## config.mk

```make
export PLATFORM = sky130hd
export DESIGN_NAME = polyphonic_sine_synth
export DESIGN_NICKNAME = d
export VERILOG_FILES = /design/src/hdl/psyn_pkg.sv /design/src/hdl/psyn_voice_mem.sv /design/src/hdl/psyn_sine_rom.sv /design/src/hdl/psyn_mixer.sv /design/src/hdl/polyphonic_sine_synth.sv
export SDC_FILE = /design/constraint.sdc
export NUM_CORES = 2
export LEC_CHECK = 0
export BUFFER_PORTS_ARGS = -buffer_cell sky130_fd_sc_hd__buf_2
export CAP_MARGIN = 10
export CORE_AREA = 3 3 271 273
export CTS_BUF_LIST = sky130_fd_sc_hd__clkbuf_4
export DETAILED_ROUTE_END_ITERATION = 10
export DIE_AREA = 0 0 274 276
export HOLD_SLACK_MARGIN = 0.12
export PLACE_DENSITY = 0.81
export SLEW_MARGIN = 0
export SYNTH_ARGS = -nofsm -noshare
export SYNTH_HDL_FRONTEND = slang
export SYNTH_HIERARCHICAL = 1
export SYNTH_SLANG_ARGS = --single-unit
export TNS_END_PERCENT = 5
```

## constraint.sdc

```tcl
create_clock -name clk -period 10.8 [get_ports clk]
set_input_delay 1.62 -clock clk [delete_from_list [all_inputs] [get_ports clk]]
set_output_delay 1.62 -clock clk [all_outputs]
set_load 0.01 [all_outputs]
```

## src/hdl/psyn_pkg.sv

```systemverilog
`default_nettype none

package psyn_pkg;

    // fixed field widths
    localparam int OP_W       = 2;
    localparam int NOTE_W     = 7;
    localparam int VOL_W      = 16;
    localparam int ACTV_W     = 3;
    localparam int SAMPLE_BITS = 16;
    localparam int NOTE_MAX   = 127;
    localparam int NOTE_COUNT = 128;

    // operation codes
    localparam logic [OP_W-1:0] OP_TICK     = 2'd0;
    localparam logic [OP_W-1:0] OP_NOTE_ON  = 2'd1;
    localparam logic [OP_W-1:0] OP_NOTE_OFF = 2'd2;

    // gain and rounding
    localparam int AMP_Q15     = 13107;
    localparam int VOL_MIN     = 1638;
    localparam int VOL_RESET   = 16384;
    localparam int AMPVOL_W    = 30;
    localparam int ROUND_SHIFT = 30;
    localparam int SAMPLE_MAX  = 2 ** (SAMPLE_BITS - 1) - 1;
    localparam int SAMPLE_MIN  = -(2 ** (SAMPLE_BITS - 1));

    // sine table geometry
    localparam int SINE_TABLE_BITS = 10;
    localparam int QBITS = SINE_TABLE_BITS - 2;
    localparam int QLEN  = 2 ** QBITS;
    localparam int FBITS = SAMPLE_BITS - 1;
    localparam int Q_FRAC = 30;
    localparam longint Q30_ONE = 64'sd1073741824;

    // top octave increments, notes 116..127, in units of 2^-48 turn
    localparam int TOP_FRAC = 48;
    localparam logic [63:0] TOP_OCTAVE [12] = '{
        64'd42411929280414, 64'd44933873833175, 64'd47605781012846,
        64'd50436568061260, 64'd53435702467046, 64'd56613133495737,
        64'd59979525594770, 64'd63546091718990, 64'd67324741155730,
        64'd71328078591788, 64'd75569466860294, 64'd80063061198111
    };

    typedef enum logic [1:0] {
        ST_IDLE,
        ST_SCAN,
        ST_DRAIN
    } seq_state_t;

    typedef struct packed {
        logic [OP_W-1:0]   operation;
        logic [NOTE_W-1:0] note_number;
    } item_t;

    typedef struct packed {
        logic signed [SAMPLE_BITS-1:0] audio_sample;
        logic                          sample_valid;
        logic [ACTV_W-1:0]             active_voices;
    } result_t;

    typedef struct packed {
        logic clear;
        logic mul_en;
    } mix_ctrl_t;

    // q30 product truncated toward zero
    function automatic longint mulq30(input longint a, input longint b);
        return (a * b) / Q30_ONE;
    endfunction

    // quarter-wave sine magnitude in q1.15 for a quarter-wave table position
    function automatic longint quarter_mag(input int pos);
        longint x;
        longint x2;
        longint p;
        longint y;
        longint mag;
        x = longint'(pos) <<< (Q_FRAC - QBITS);
        x2 = mulq30(x, x);
        p = -64'sd3864;
        p = 64'sd172272 + mulq30(x2, p);
        p = -64'sd5026995 + mulq30(x2, p);
        p = 64'sd85569305 + mulq30(x2, p);
        p = -64'sd693598673 + mulq30(x2, p);
        p = 64'sd1686629713 + mulq30(x2, p);
        y = mulq30(x, p);
        if (y < 0)
        begin
            y = 0;
        end
        mag = (y + (longint'(1) <<< (Q_FRAC - 1 - FBITS))) >>> (Q_FRAC - FBITS);
        if (mag > SAMPLE_MAX)
        begin
            mag = SAMPLE_MAX;
        end
        return mag;
    endfunction

    // per-sample phase step of a note, rounded half up
    function automatic logic [63:0] note_increment(input int note, input int pbits);
        int d;
        int oct;
        int idx;
        int sh;
        d = NOTE_MAX - note;
        oct = d / 12;
        idx = 11 - d % 12;
        sh = oct + TOP_FRAC - pbits;
        return (TOP_OCTAVE[idx] + (64'd1 << (sh - 1))) >> sh;
    endfunction

endpackage

`default_nettype wire

```

## src/hdl/psyn_voice_mem.sv

```systemverilog
`default_nettype none

module psyn_voice_mem #(
    parameter int DEPTH = 4,
    parameter int WIDTH = 31,
    parameter int AW    = 2
) (
    input  wire logic             clk,
    input  wire logic             wr_en,
    input  wire logic [AW-1:0]    wr_addr,
    input  wire logic [WIDTH-1:0] wr_data,
    input  wire logic             rd_en,
    input  wire logic [AW-1:0]    rd_addr,
    output logic      [WIDTH-1:0] rd_data
);

    logic [WIDTH-1:0] mem [DEPTH];

    // write port
    always_ff @(posedge clk)
    begin
        if (wr_en)
        begin
            mem[wr_addr] <= wr_data;
        end
    end

    // registered read port
    always_ff @(posedge clk)
    begin
        if (rd_en)
        begin
            rd_data <= mem[rd_addr];
        end
    end

endmodule

`default_nettype wire

```

## src/hdl/psyn_sine_rom.sv

```systemverilog
`default_nettype none

module psyn_sine_rom (
    input  wire logic                                  clk,
    input  wire logic [psyn_pkg::SINE_TABLE_BITS-1:0]  idx,
    output logic signed [psyn_pkg::SAMPLE_BITS-1:0]    entry
);

    import psyn_pkg::*;

    localparam logic [FBITS-1:0] QPEAK = FBITS'(quarter_mag(QLEN));

    logic [FBITS-1:0] qtab [QLEN];
    logic [1:0]       quad;
    logic [QBITS-1:0] pos;
    logic [QBITS-1:0] addr;
    logic             peak;
    logic [FBITS-1:0] mag;
    logic signed [SAMPLE_BITS-1:0] mag_ext;

    // quarter-wave table built at elaboration
    for (genvar i = 0; i < QLEN; i++)
    begin : g_tab
        assign qtab[i] = FBITS'(quarter_mag(i));
    end

    // fold the index onto the quarter wave
    always_comb
    begin
        quad   = idx[SINE_TABLE_BITS-1 -: 2];
        pos    = idx[QBITS-1:0];
        addr   = quad[0] ? QBITS'(-pos) : pos;
        peak   = quad[0] && (pos == '0);
        mag    = peak ? QPEAK : qtab[addr];
        mag_ext = signed'({1'b0, mag});
    end

    // signed entry, sign by half wave
    always_ff @(posedge clk)
    begin
        entry <= quad[1] ? -mag_ext : mag_ext;
    end

endmodule

`default_nettype wire

```

## src/hdl/psyn_mixer.sv

```systemverilog
`default_nettype none

module psyn_mixer #(
    parameter int VOICES = 4
) (
    input  wire logic                                clk,
    input  wire logic                                rst_n,
    input  wire psyn_pkg::mix_ctrl_t                 ctrl,
    input  wire logic signed [psyn_pkg::SAMPLE_BITS-1:0] entry,
    input  wire logic [psyn_pkg::AMPVOL_W-1:0]       amp_vol,
    output logic signed [psyn_pkg::SAMPLE_BITS-1:0]  sample
);

    import psyn_pkg::*;

    localparam int PROD_W = SAMPLE_BITS + AMPVOL_W + 1;
    localparam int ACC_W  = PROD_W + $clog2(VOICES) + 1;
    localparam int Q_W    = ACC_W - ROUND_SHIFT;
    localparam logic signed [ACC_W-1:0] BIAS = ACC_W'(64'd1 << (ROUND_SHIFT - 1));
    localparam logic signed [Q_W-1:0]   Q_HI = Q_W'(SAMPLE_MAX);
    localparam logic signed [Q_W-1:0]   Q_LO = Q_W'(SAMPLE_MIN);

    logic signed [PROD_W-1:0] product_reg;
    logic signed [PROD_W-1:0] product_next;
    logic                     prod_v_reg;
    logic signed [ACC_W-1:0]  acc_reg;
    logic signed [ACC_W-1:0]  acc_next;
    logic signed [ACC_W-1:0]  biased;
    logic signed [Q_W-1:0]    q;

    // voice product and accumulate
    always_comb
    begin
        product_next = entry * signed'({1'b0, amp_vol});
        if (ctrl.clear)
        begin
            acc_next = '0;
        end
        else if (prod_v_reg)
        begin
            acc_next = acc_reg + ACC_W'(product_reg);
        end
        else
        begin
            acc_next = acc_reg;
        end
    end

    always_ff @(posedge clk or negedge rst_n)
    begin
        if (!rst_n)
        begin
            prod_v_reg <= 1'b0;
        end
        else
        begin
            prod_v_reg <= ctrl.mul_en;
        end
    end

    always_ff @(posedge clk)
    begin
        product_reg <= product_next;
        acc_reg     <= acc_next;
    end

    // round half up, then saturate
    always_comb
    begin
        biased = acc_reg + BIAS;
        q = signed'(biased[ACC_W-1:ROUND_SHIFT]);
        if (q > Q_HI)
        begin
            sample = SAMPLE_BITS'(SAMPLE_MAX);
        end
        else if (q < Q_LO)
        begin
            sample = SAMPLE_BITS'(SAMPLE_MIN);
        end
        else
        begin
            sample = q[SAMPLE_BITS-1:0];
        end
    end

endmodule

`default_nettype wire

```

## src/hdl/polyphonic_sine_synth.sv

```systemverilog
// order: a sample tick or note-off gives its result after the single read port
// of the voice memory walks each voice and the four-stage mix pipeline drains;
// a note-on or unused code goes straight to the drain state; one item is in work
// at a time, so a new item is taken only once the last result has been loaded
// reset: voice flags and sequencer clear and master volume returns to 0.5 at once;
// the voice memory is not cleared, an entry's data is used only after a note-on
`default_nettype none

module polyphonic_sine_synth #(
    parameter int VOICES     = 4,
    parameter int PHASE_BITS = 24
) (
    input  wire logic                          clk,
    input  wire logic                          rst_n,
    input  wire logic                          item_valid,
    output logic                               item_ready,
    input  wire psyn_pkg::item_t               item,
    output logic                               result_valid,
    input  wire logic                          result_ready,
    output psyn_pkg::result_t                  result,
    input  wire logic                          cfg_valid,
    output logic                               cfg_ready,
    input  wire logic [psyn_pkg::VOL_W-1:0]    cfg_data
);

    import psyn_pkg::*;

    localparam int VIDX_W = (VOICES > 1) ? $clog2(VOICES) : 1;
    localparam int MEM_W  = NOTE_W + PHASE_BITS;

    seq_state_t state_reg;
    seq_state_t state_next;

    logic [OP_W-1:0]    op_reg;
    logic [NOTE_W-1:0]  note_reg;
    logic [VIDX_W-1:0]  issue_reg;
    logic [VIDX_W-1:0]  issue_next;
    logic [VOICES-1:0]  active_reg;
    logic [VOICES-1:0]  active_next;
    logic               found_reg;
    logic               found_next;
    logic               s1_valid_reg;
    logic               s1_act_reg;
    logic [VIDX_W-1:0]  s1_voice_reg;
    logic               s2_valid_reg;
    logic               s2_act_reg;
    logic               s3_valid_reg;
    logic               result_valid_reg;
    logic               result_valid_next;
    result_t            result_reg;
    result_t            result_next;
    logic [AMPVOL_W-1:0] amp_vol_reg;
    logic [VOL_W-1:0]   vol_clamped;

    logic               accept;
    logic               load;
    logic               free_any;
    logic [VIDX_W-1:0]  free_idx;
    logic               on_wr;
    logic               wb;
    logic               off_hit;
    logic               mem_wr_en;
    logic [VIDX_W-1:0]  mem_wr_addr;
    logic [MEM_W-1:0]   mem_wr_data;
    logic [MEM_W-1:0]   mem_rd_data;
    logic [NOTE_W-1:0]  rd_note;
    logic [PHASE_BITS-1:0] rd_phase;
    logic signed [SAMPLE_BITS-1:0] sine_entry;
    logic signed [SAMPLE_BITS-1:0] mix_sample;
    mix_ctrl_t          mix_ctrl;

    logic [PHASE_BITS-1:0] inc_tab [NOTE_COUNT];

    // phase step per note, built at elaboration
    for (genvar i = 0; i < NOTE_COUNT; i++)
    begin : g_inc
        assign inc_tab[i] = PHASE_BITS'(note_increment(i, PHASE_BITS));
    end

    assign accept       = item_valid && item_ready;
    assign cfg_ready    = 1'b1;
    assign result_valid = result_valid_reg;
    assign result       = result_reg;
    assign rd_note      = mem_rd_data[PHASE_BITS +: NOTE_W];
    assign rd_phase     = mem_rd_data[PHASE_BITS-1:0];

    // lowest free voice
    always_comb
    begin
        free_any = 1'b0;
        free_idx = '0;
        for (int i = VOICES - 1; i >= 0; i--)
        begin
            if (!active_reg[i])
            begin
                free_any = 1'b1;
                free_idx = VIDX_W'(i);
            end
        end
    end

    // sequencer
    always_comb
    begin
        state_next = state_reg;
        item_ready = 1'b0;
        load       = 1'b0;
        issue_next = issue_reg;
        unique case (state_reg)
            ST_IDLE:
            begin
                item_ready = 1'b1;
                issue_next = '0;
                if (item_valid)
                begin
                    case (item.operation) inside
                        OP_TICK, OP_NOTE_OFF: state_next = ST_SCAN;
                        default:              state_next = ST_DRAIN;
                    endcase
                end
            end
            ST_SCAN:
            begin
                issue_next = issue_reg + 1'b1;
                if (issue_reg == VIDX_W'(VOICES - 1))
                begin
                    state_next = ST_DRAIN;
                end
            end
            ST_DRAIN:
            begin
                if (!s1_valid_reg && !s2_valid_reg && !s3_valid_reg &&
                    (!result_valid_reg || result_ready))
                begin
                    load       = 1'b1;
                    state_next = ST_IDLE;
                end
            end
            default:
            begin
                state_next = ST_IDLE;
            end
        endcase
    end

    // voice updates and memory write port
    always_comb
    begin
        on_wr   = accept && (item.operation == OP_NOTE_ON) && free_any;
        wb      = s1_valid_reg && s1_act_reg && (op_reg == OP_TICK);
        off_hit = s1_valid_reg && s1_act_reg && (op_reg == OP_NOTE_OFF) &&
                  (rd_note == note_reg) && !found_reg;

        mem_wr_en   = on_wr || wb;
        mem_wr_addr = wb ? s1_voice_reg : free_idx;
        mem_wr_data = wb ? {rd_note, rd_phase + inc_tab[rd_note]}
                         : {item.note_number, {PHASE_BITS{1'b0}}};

        active_next = active_reg;
        if (on_wr)
        begin
            active_next[free_idx] = 1'b1;
        end
        if (off_hit)
        begin
            active_next[s1_voice_reg] = 1'b0;
        end

        found_next = found_reg;
        if (accept)
        begin
            found_next = 1'b0;
        end
        else if (off_hit)
        begin
            found_next = 1'b1;
        end

        mix_ctrl.clear  = accept;
        mix_ctrl.mul_en = s2_act_reg;
    end

    // result beat
    always_comb
    begin
        result_next.audio_sample  = (op_reg == OP_TICK) ? mix_sample : '0;
        result_next.sample_valid  = (op_reg == OP_TICK);
        result_next.active_voices = ACTV_W'($countones(active_reg));
        if (load)
        begin
            result_valid_next = 1'b1;
        end
        else if (result_ready)
        begin
            result_valid_next = 1'b0;
        end
        else
        begin
            result_valid_next = result_valid_reg;
        end
        vol_clamped = (cfg_data < VOL_W'(VOL_MIN)) ? VOL_W'(VOL_MIN) : cfg_data;
    end

    // control state
    always_ff @(posedge clk or negedge rst_n)
    begin
        if (!rst_n)
        begin
            state_reg        <= ST_IDLE;
            issue_reg        <= '0;
            active_reg       <= '0;
            found_reg        <= 1'b0;
            s1_valid_reg     <= 1'b0;
            s1_act_reg       <= 1'b0;
            s2_valid_reg     <= 1'b0;
            s2_act_reg       <= 1'b0;
            s3_valid_reg     <= 1'b0;
            result_valid_reg <= 1'b0;
            amp_vol_reg      <= AMPVOL_W'(VOL_RESET * AMP_Q15);
        end
        else
        begin
            state_reg        <= state_next;
            issue_reg        <= issue_next;
            active_reg       <= active_next;
            found_reg        <= found_next;
            s1_valid_reg     <= (state_reg == ST_SCAN);
            s1_act_reg       <= active_reg[issue_reg];
            s2_valid_reg     <= s1_valid_reg;
            s2_act_reg       <= wb;
            s3_valid_reg     <= s2_valid_reg;
            result_valid_reg <= result_valid_next;
            if (cfg_valid)
            begin
                amp_vol_reg <= AMPVOL_W'(AMPVOL_W'(vol_clamped) * AMPVOL_W'(AMP_Q15));
            end
        end
    end

    // payload registers
    always_ff @(posedge clk)
    begin
        if (accept)
        begin
            op_reg   <= item.operation;
            note_reg <= item.note_number;
        end
        s1_voice_reg <= issue_reg;
        if (load)
        begin
            result_reg <= result_next;
        end
    end

    psyn_voice_mem #(
        .DEPTH (VOICES),
        .WIDTH (MEM_W),
        .AW    (VIDX_W)
    ) u_voice_mem (
        .clk     (clk),
        .wr_en   (mem_wr_en),
        .wr_addr (mem_wr_addr),
        .wr_data (mem_wr_data),
        .rd_en   (state_reg == ST_SCAN),
        .rd_addr (issue_reg),
        .rd_data (mem_rd_data)
    );

    psyn_sine_rom u_sine_rom (
        .clk   (clk),
        .idx   (rd_phase[PHASE_BITS-1 -: SINE_TABLE_BITS]),
        .entry (sine_entry)
    );

    psyn_mixer #(
        .VOICES (VOICES)
    ) u_mixer (
        .clk     (clk),
        .rst_n   (rst_n),
        .ctrl    (mix_ctrl),
        .entry   (sine_entry),
        .amp_vol (amp_vol_reg),
        .sample  (mix_sample)
    );

endmodule

`default_nettype wire

```

## Yosys cells after proc, flatten, opt, wreduce, memory -nomap -nowiden

Memory sizes are Yosys's and may differ from the RTL's. A register that Yosys moved wholly into a read port is not among the register bits.
Index checks and enable logic that the tools add are counted.
W data, S select, Z words.

| storage, ports and cells | value |
|---|---|
| flip-flop bits (word level) | 190 |
| RAM bits | 124 |
| ROM bits | 6912 |
| word-level logic and storage cells | 137 |
| memories kept | 3 |

| operators by class | value |
|---|---|
| add/sub/neg operators | 9 |
| $mul | 2 |
| magnitude comparators | 10 |
| equal/unequal tests | 10 |
| mux-type cells | 43 |
| bitwise operators | 6 |
| reduce and logical (&&, ||, !) cells | 31 |

Memory list:

| name | words | bits a word | read ports | clocked after memory_dff | write ports | line | text |
|---|---|---|---|---|---|---|---|
| (no name shown) | 256 | 15 | 1 | 0 | 0 | psyn_sine_rom.sv:34 | `mag = peak ? QPEAK : qtab[addr];` |
| (no name shown) | 128 | 24 | 1 | 0 | 0 | polyphonic_sine_synth.sv:156 | `mem_wr_data = wb ? {rd_note, rd_phase + inc_tab[rd_note]}` |
| u_voice_mem.mem | 4 | 31 | 1 | 1 | 1 | psyn_voice_mem.sv:17 | `logic [WIDTH-1:0] mem [DEPTH];` |

Operators with widths:

| kind | count |
|---|---|
| $mux W15 | 5 |
| $add A50 B31 Y50 const B | 1 |
| $add A50 B47 Y50 | 1 |
| $mux W24 | 2 |
| $mul A16 B31 Y47 | 1 |
| $mux W16 | 2 |
| $mux W31 | 1 |
| $mul A16 B14 Y30 const B | 1 |
| $add A24 B24 Y24 | 1 |
| $gt A20 B16 Y1 const B | 1 |
| $lt A20 B16 Y1 const B | 1 |
| $mux W2 | 9 |
| $lt A16 B11 Y1 const B | 1 |
| $mux W1 | 16 |
| $neg A15 Y16 | 1 |
| $logic_and A1 B1 Y1 | 14 |
| $ge A9 B9 Y1 const B | 1 |
| $lt A2 B3 Y1 const B | 3 |
| $not A8 Y9 | 1 |
| $eq A2 B2 Y1 const B | 4 |
| $ge A8 B8 Y1 const B | 1 |
| $logic_not A8 Y1 | 1 |
| $mux W4 | 2 |
| $mux W8 | 1 |
| 23 further kinds | 39 |

## Longest topological paths before layout

| logic depth | value |
|---|---|
| depth in word-level cells | 12 |
| mapped depth | 26 |
| depth with buffers taken out | 24 |

## Cells and area by module

The synthesis kept the hierarchy.

By module, submodules not included:

| module | times used | cells an instance | area each (um2) |
|---|---|---|---|
| psyn_mixer | 1 | 2616 | 22102.4 |
| polyphonic_sine_synth | 1 | 1474 | 11922.7 |
| psyn_sine_rom | 1 | 1070 | 6742.7 |
| psyn_voice_mem | 1 | 196 | 5436.5 |

## Worst setup path after synthesis

Ideal clock, no wire load.

| timing path | value |
|---|---|
| path kind | input to register |
| from | input cfg_data[14] in the netlist's numbering |
| to | register amp_vol_reg[28] |
| library setup time | 0.120 ns |
| data arrival time | 7.271 ns |
| data required time | 10.680 ns |
| setup slack | 3.410 ns |
| stages | 25 |
| cell sequence | inv_1 -> ha_1 -> nor4b_1 -> o211ai_1 -> clkbuf_1 -> and2_1 -> ha_1 -> ha_1 -> inv_1 -> fa_1 -> inv_1 -> fa_1 -> fa_1 -> inv_1 -> fa_1 -> inv_1 -> ha_1 -> buf_4 -> a211oi_1 -> nor2_1 -> o31a_1 -> nor4_2 -> a211oi_1 -> or3_1 -> a31o_1 |

| between the ends | value |
|---|---|
| word-level cells in the longest chain between the ends | 3 |

RTL lines:

| what | line | text |
|---|---|---|
| start: declaration | polyphonic_sine_synth.sv:23 | `input wire logic [psyn_pkg::VOL_W-1:0] cfg_data` |
| $lt A16 B11 Y1 | polyphonic_sine_synth.sv:201 | `vol_clamped = (cfg_data < VOL_W'(VOL_MIN)) ? VOL_W'(VOL_MIN) : cfg_data;` |
| $mux W16 (*) | polyphonic_sine_synth.sv:201 |  |
| $mul A16 B14 Y30 (*) | polyphonic_sine_synth.sv:235 | `amp_vol_reg <= AMPVOL_W'(AMPVOL_W'(vol_clamped) * AMPVOL_W'(AMP_Q15));` |
| end signal: assignment | polyphonic_sine_synth.sv:219 | `amp_vol_reg <= AMPVOL_W'(VOL_RESET * AMP_Q15);` |
| end signal: assignment | polyphonic_sine_synth.sv:235 |  |
| end: declaration | polyphonic_sine_synth.sv:52 | `logic [AMPVOL_W-1:0] amp_vol_reg;` |

Every way passes the cells marked *; elsewhere a longest branch is shown, timed or not.
A chain may end at the register's enable or synchronous reset.

## Worst setup path after layout

| timing path | value |
|---|---|
| from | register u_sine_rom/entry[15] in the netlist's numbering |
| to | register u_mixer.product_reg[43] |

| between the ends | value |
|---|---|
| word-level cells in the longest chain between the ends | 1 |

RTL lines:

| what | line | text |
|---|---|---|
| start: declaration | psyn_sine_rom.sv:6 | `output logic signed [psyn_pkg::SAMPLE_BITS-1:0] entry` |
| start signal: assignment | psyn_sine_rom.sv:41 | `entry <= quad[1] ? -mag_ext : mag_ext;` |
| $mul A16 B31 Y47 | psyn_mixer.sv:34 | `product_next = entry * signed'({1'b0, amp_vol});` |
| named net u_mixer.product_next[43] | psyn_mixer.sv:24 | `logic signed [PROD_W-1:0] product_next;` |
| end signal: assignment | psyn_mixer.sv:63 | `product_reg <= product_next;` |
| end: declaration | psyn_mixer.sv:23 | `logic signed [PROD_W-1:0] product_reg;` |

The timed path passes the listed nets, and every way through them passes these cells.

==> tab_implementation.tex <==
\begin{tabular}{lr}
\hline
Metric & Value \\
\hline
\multicolumn{2}{l}{\textbf{Synthesis}} \\
Number of distinct library cell variants in the gate-level netlist after synthesis & 115 \\
Top area cells in the synthesized netlist & sky130\_fd\_sc\_hd\_\_fa\_1 (20\%), sky130\_fd\_sc\_hd\_\_edfxtp\_1 (12\%), sky130\_fd\_sc\_hd\_\_ha\_1 (10\%) \\
Share of the synthesized area in the top cell type & 19.8\% \\
Net count of the mapped netlist & 6223 \\
Number of synthesized flops with an enable pin & between 150 and 200 \\
Share of the yosys chip area belonging to registers & between 10\% and 20\% \\
Prevailing post-synth register cell & sky130\_fd\_sc\_hd\_\_edfxtp\_1 \\
Top cell types by occurrence after synthesis & sky130\_fd\_sc\_hd\_\_inv\_1 (666), sky130\_fd\_sc\_hd\_\_nand2\_1 (540), sky130\_fd\_sc\_hd\_\_fa\_1 (457) \\
Most frequent cell after synthesis & sky130\_fd\_sc\_hd\_\_inv\_1 \\
Flip-flop and latch count after synthesis & 345 \\
Cell area after synthesis & about 46000 µm² \\
Share of synthesized registers carrying an async set or reset & 13.3\% \\
Ys Warns & 6 \\
Post-Synthesis Cells & roughly 5400 \\
Average instance area after synthesis & 8.63 µm² \\
Cell accounting for the most synthesized area & sky130\_fd\_sc\_hd\_\_fa\_1 \\
\multicolumn{2}{l}{\textbf{Layout}} \\
Area Overhead vs Synth & 3.80\% \\
Share of layout cells above drive strength 1 & 7.89\% \\
Fin nets & 6078 \\
Combined flip-flop and latch cell area & 8990 µm² \\
Area used by multi-input combinational logic & 33200 µm² \\
Total of fill cells in the finished design & 5903 \\
Flip-flop count of the largest register, all copies and words added & 124 \\
Count of placed standard cells in the final layout, fillers left out & approximately 6200 \\
\multicolumn{2}{l}{\textbf{Routing}} \\
Wire length per cell after detailed routing & 23.0 µm \\
First DRT Iteration DRCs & roughly 5400 \\
Number of DRC violations after detailed routing & 0 \\
Antenna Nets Post-Route & 0 \\
TritonRoute pass-1 iters & 9 \\
Number of vias after detailed routing & 41100 \\
Via density per instance & 6.58 \\
Wire length after detailed routing & 143 mm \\
\multicolumn{2}{l}{\textbf{Clock network}} \\
Inserted Clock Buffers & 93 \\
TritonCTS sink count & 345 \\
Clock Pin Slew Worst Setup and Hold Paths & 0.07 ns \\
Clock Root Buffer & sky130\_fd\_sc\_hd\_\_clkbuf\_4 \\
Setup fix buffers added after clock tree synthesis & 0 \\
Hold buffer count at CTS & 0 \\
TritonCTS clock tree & yes \\
Source-to-sink clock delay at the later pin of the worst-skew pair & 0.91 ns \\
CTS Buffer Depth & 3 \\
H-tree levels & 3 \\
CTS resizes & 0 \\
\multicolumn{2}{l}{\textbf{Floorplanning}} \\
Number of primary I/O pins & 53 \\
Core footprint & 71400 µm² \\
Die height & 276 µm \\
Initial core utilization & 64.7\% \\
Row cnt & 98 \\
Width of the die & $\sim$270 µm \\
Die area & 75600 µm² \\
\multicolumn{2}{l}{\textbf{Timing}} \\
Setup TNS after final layout & 0 ns \\
Least setup slack across all paths after layout & roughly 3.2 ns \\
Final critical path time including I/O delays and setup & around 7.6 ns \\
Post-Route Skew & 0.110 ns \\
Setup repair after global routing missed its margin & false \\
Fin crit share & 70.0\% \\
Number of pins with negative max-slew slack in the final report & 0 \\
Final Hold Fails & 0 \\
Final setup vio count & 0 \\
Max-slew headroom & 13.8\% \\
Transition time at the pin with the least slew margin & 1.29 ns \\
Highest clock frequency the design can meet & 0.132 GHz \\
\multicolumn{2}{l}{\textbf{Global route}} \\
Via count of the first global-routing pass & 40800 \\
Global route total overflow & 0 \\
Largest net degree at the start of global routing & between 80 and 90 \\
Gr usage total & 37.6\% \\
Wire length of the first global-routing pass & 226 mm \\
Antenna violations before repair & 4 \\
\multicolumn{2}{l}{\textbf{Placement}} \\
Worst slack, placed & 2.43 ns \\
Dpl cells & 6065 \\
Final GP Congestion & 1.04 \\
Placed wire-length estimate after detailed placement & 104 mm \\
Buffers on Ports & 51 \\
\multicolumn{2}{l}{\textbf{Worst setup path}} \\
CP required & roughly 12 ns \\
Arrival time reported for the critical path endpoint & about 8.3 ns \\
Maximum net fanout on the critical path & 22 \\
FF-to-FF Start & u\_sine\_rom/entry[15] \\
Critical Path Sink Type & flip-flop \\
Worst r2r path cells & 20 \\
Reg-to-reg endpoint & u\_mixer/product\_reg[43] \\
Critical path start-end classification & reg2reg \\
Startpoint Class & flip-flop \\
Reg2reg setup slack & 3.25 ns \\
\multicolumn{2}{l}{\textbf{Worst hold path}} \\
Worst min path class & reg2reg \\
Hold endpoint & u\_mixer/prod\_v\_reg \\
Hold Crit Depth & 0 \\
Worst Hold Launch & s2\_act\_reg \\
\multicolumn{2}{l}{\textbf{Outcome}} \\
Run status & finished clean \\
\multicolumn{2}{l}{\textbf{Flow run}} \\
Max-capacitance violation count & 0 \\
\hline
\end{tabular}
[routing by layer]
metal  track usage [%]  part of all wire (%)  wire (µm)
met5                 0                 0.024         34
met4              17.3                   5.1       7280
met3              10.2                    12      17700
met2              55.6                    43      61700
met1              51.7                    40      56700
[layout by cell type, fill, tap and decap left out, types with 66 or more instances in the layout]
master / synthesis / final
sky130_fd_sc_hd__clkbuf_4: 0 / 129
sky130_fd_sc_hd__and2_1: 241 / 240
sky130_fd_sc_hd__a21o_1: 89 / 89
sky130_fd_sc_hd__xnor2_1: 92 / 92
sky130_fd_sc_hd__a211oi_1: 67 / 66
sky130_fd_sc_hd__buf_4: 9 / 78
sky130_fd_sc_hd__nand3_1: 99 / 99
sky130_fd_sc_hd__fa_1: 457 / 457
sky130_fd_sc_hd__edfxtp_1: 184 / 184
sky130_fd_sc_hd__nor3_1: 84 / 84
sky130_fd_sc_hd__nand2_1: 540 / 540
sky130_fd_sc_hd__nor2_1: 316 / 314
sky130_fd_sc_hd__dfxtp_1: 115 / 115
sky130_fd_sc_hd__xor2_1: 68 / 68
sky130_fd_sc_hd__inv_1: 666 / 666
sky130_fd_sc_hd__o21ai_0: 256 / 255
sky130_fd_sc_hd__ha_1: 380 / 379
sky130_fd_sc_hd__a21oi_1: 311 / 311
[final cells by class]
cell class                 count  share of cell area (%)
clock buffer                 129                    2.02
sequential                   345                    18.7
multi-input combinational   3968                    69.2
inverter                     673                    5.27
clock inverter                43                   0.550
timing repair buffer         130                    1.78
tap                          950                    2.48
antenna                        1                 0.00522
[kinds of logic after synthesis]
kind of cell / Yosys count / share of synthesized area (%)
other: 1 / 0.00812
XOR/XNOR: 160 / 3.03
buffers and inverters: 1043 / 8.88
AO/OA/AOI/OAI: 1279 / 18.4
adder cells (fa/ha/maj): 837 / 30.1
multiplexers: 103 / 3.30
flip-flops: 345 / 19.5
AND/OR/NAND/NOR: 1588 / 16.8
[stage by stage]
| stage | cell area (µm²) | util (%) | hold slack [ns] |
|---|---|---|---|
| 2_1_floorplan | 46200 | - | 0.331 |
| 3_3_place_gp | 46700 | 65.5 | 0.339 |
| 3_5_place_dp | 46700 | 65.5 | 0.349 |
| 4_1_cts | 47900 | 67.2 | 0.369 |
| 5_1_grt | 48000 | 67.2 | 0.377 |
| 6_report | 48000 | 67.2 | 0.368 |
[worst max-delay path: stages (launching register included)]
cell,delay (ns)
sky130_fd_sc_hd__dfxtp_1,0.79
sky130_fd_sc_hd__inv_1,0.68
sky130_fd_sc_hd__nor2_1,0.35
sky130_fd_sc_hd__fa_1,0.46
sky130_fd_sc_hd__fa_1,0.52
sky130_fd_sc_hd__fa_1,0.52
sky130_fd_sc_hd__fa_1,0.52
sky130_fd_sc_hd__fa_1,0.54
sky130_fd_sc_hd__inv_1,0.05
sky130_fd_sc_hd__fa_1,0.53
sky130_fd_sc_hd__inv_1,0.04
sky130_fd_sc_hd__ha_1,0.37
sky130_fd_sc_hd__a21o_1,0.20
sky130_fd_sc_hd__a31oi_1,0.20
sky130_fd_sc_hd__o221a_2,0.22
sky130_fd_sc_hd__o31ai_1,0.12
sky130_fd_sc_hd__a21oi_1,0.41
sky130_fd_sc_hd__o21ai_0,0.25
sky130_fd_sc_hd__a211o_1,0.35
sky130_fd_sc_hd__a31oi_1,0.21
sky130_fd_sc_hd__xnor2_1,0.13
[how the worst max path moves through the flow]
| stage | from | end | slack (ns) | cells past startpoint |
|---|---|---|---|---|
| after floorplan | cfg_data[14] | amp_vol_reg[28] | 3.41 | 25 |
| after global placement | cfg_data[14] | amp_vol_reg[28] | 2.64 | 21 |
| after detailed placement | cfg_data[14] | amp_vol_reg[28] | 2.43 | 21 |
| after CTS | cfg_data[14] | amp_vol_reg[28] | 3.42 | 21 |
| after global routing | u_sine_rom/entry[15] | u_mixer/product_reg[43] | 2.84 | 20 |
| final | u_sine_rom/entry[15] | u_mixer/product_reg[43] | 3.25 | 20 |
Power is not shown: default switching activity piles up to over one toggle a cycle in this logic, so the estimate is an artifact.
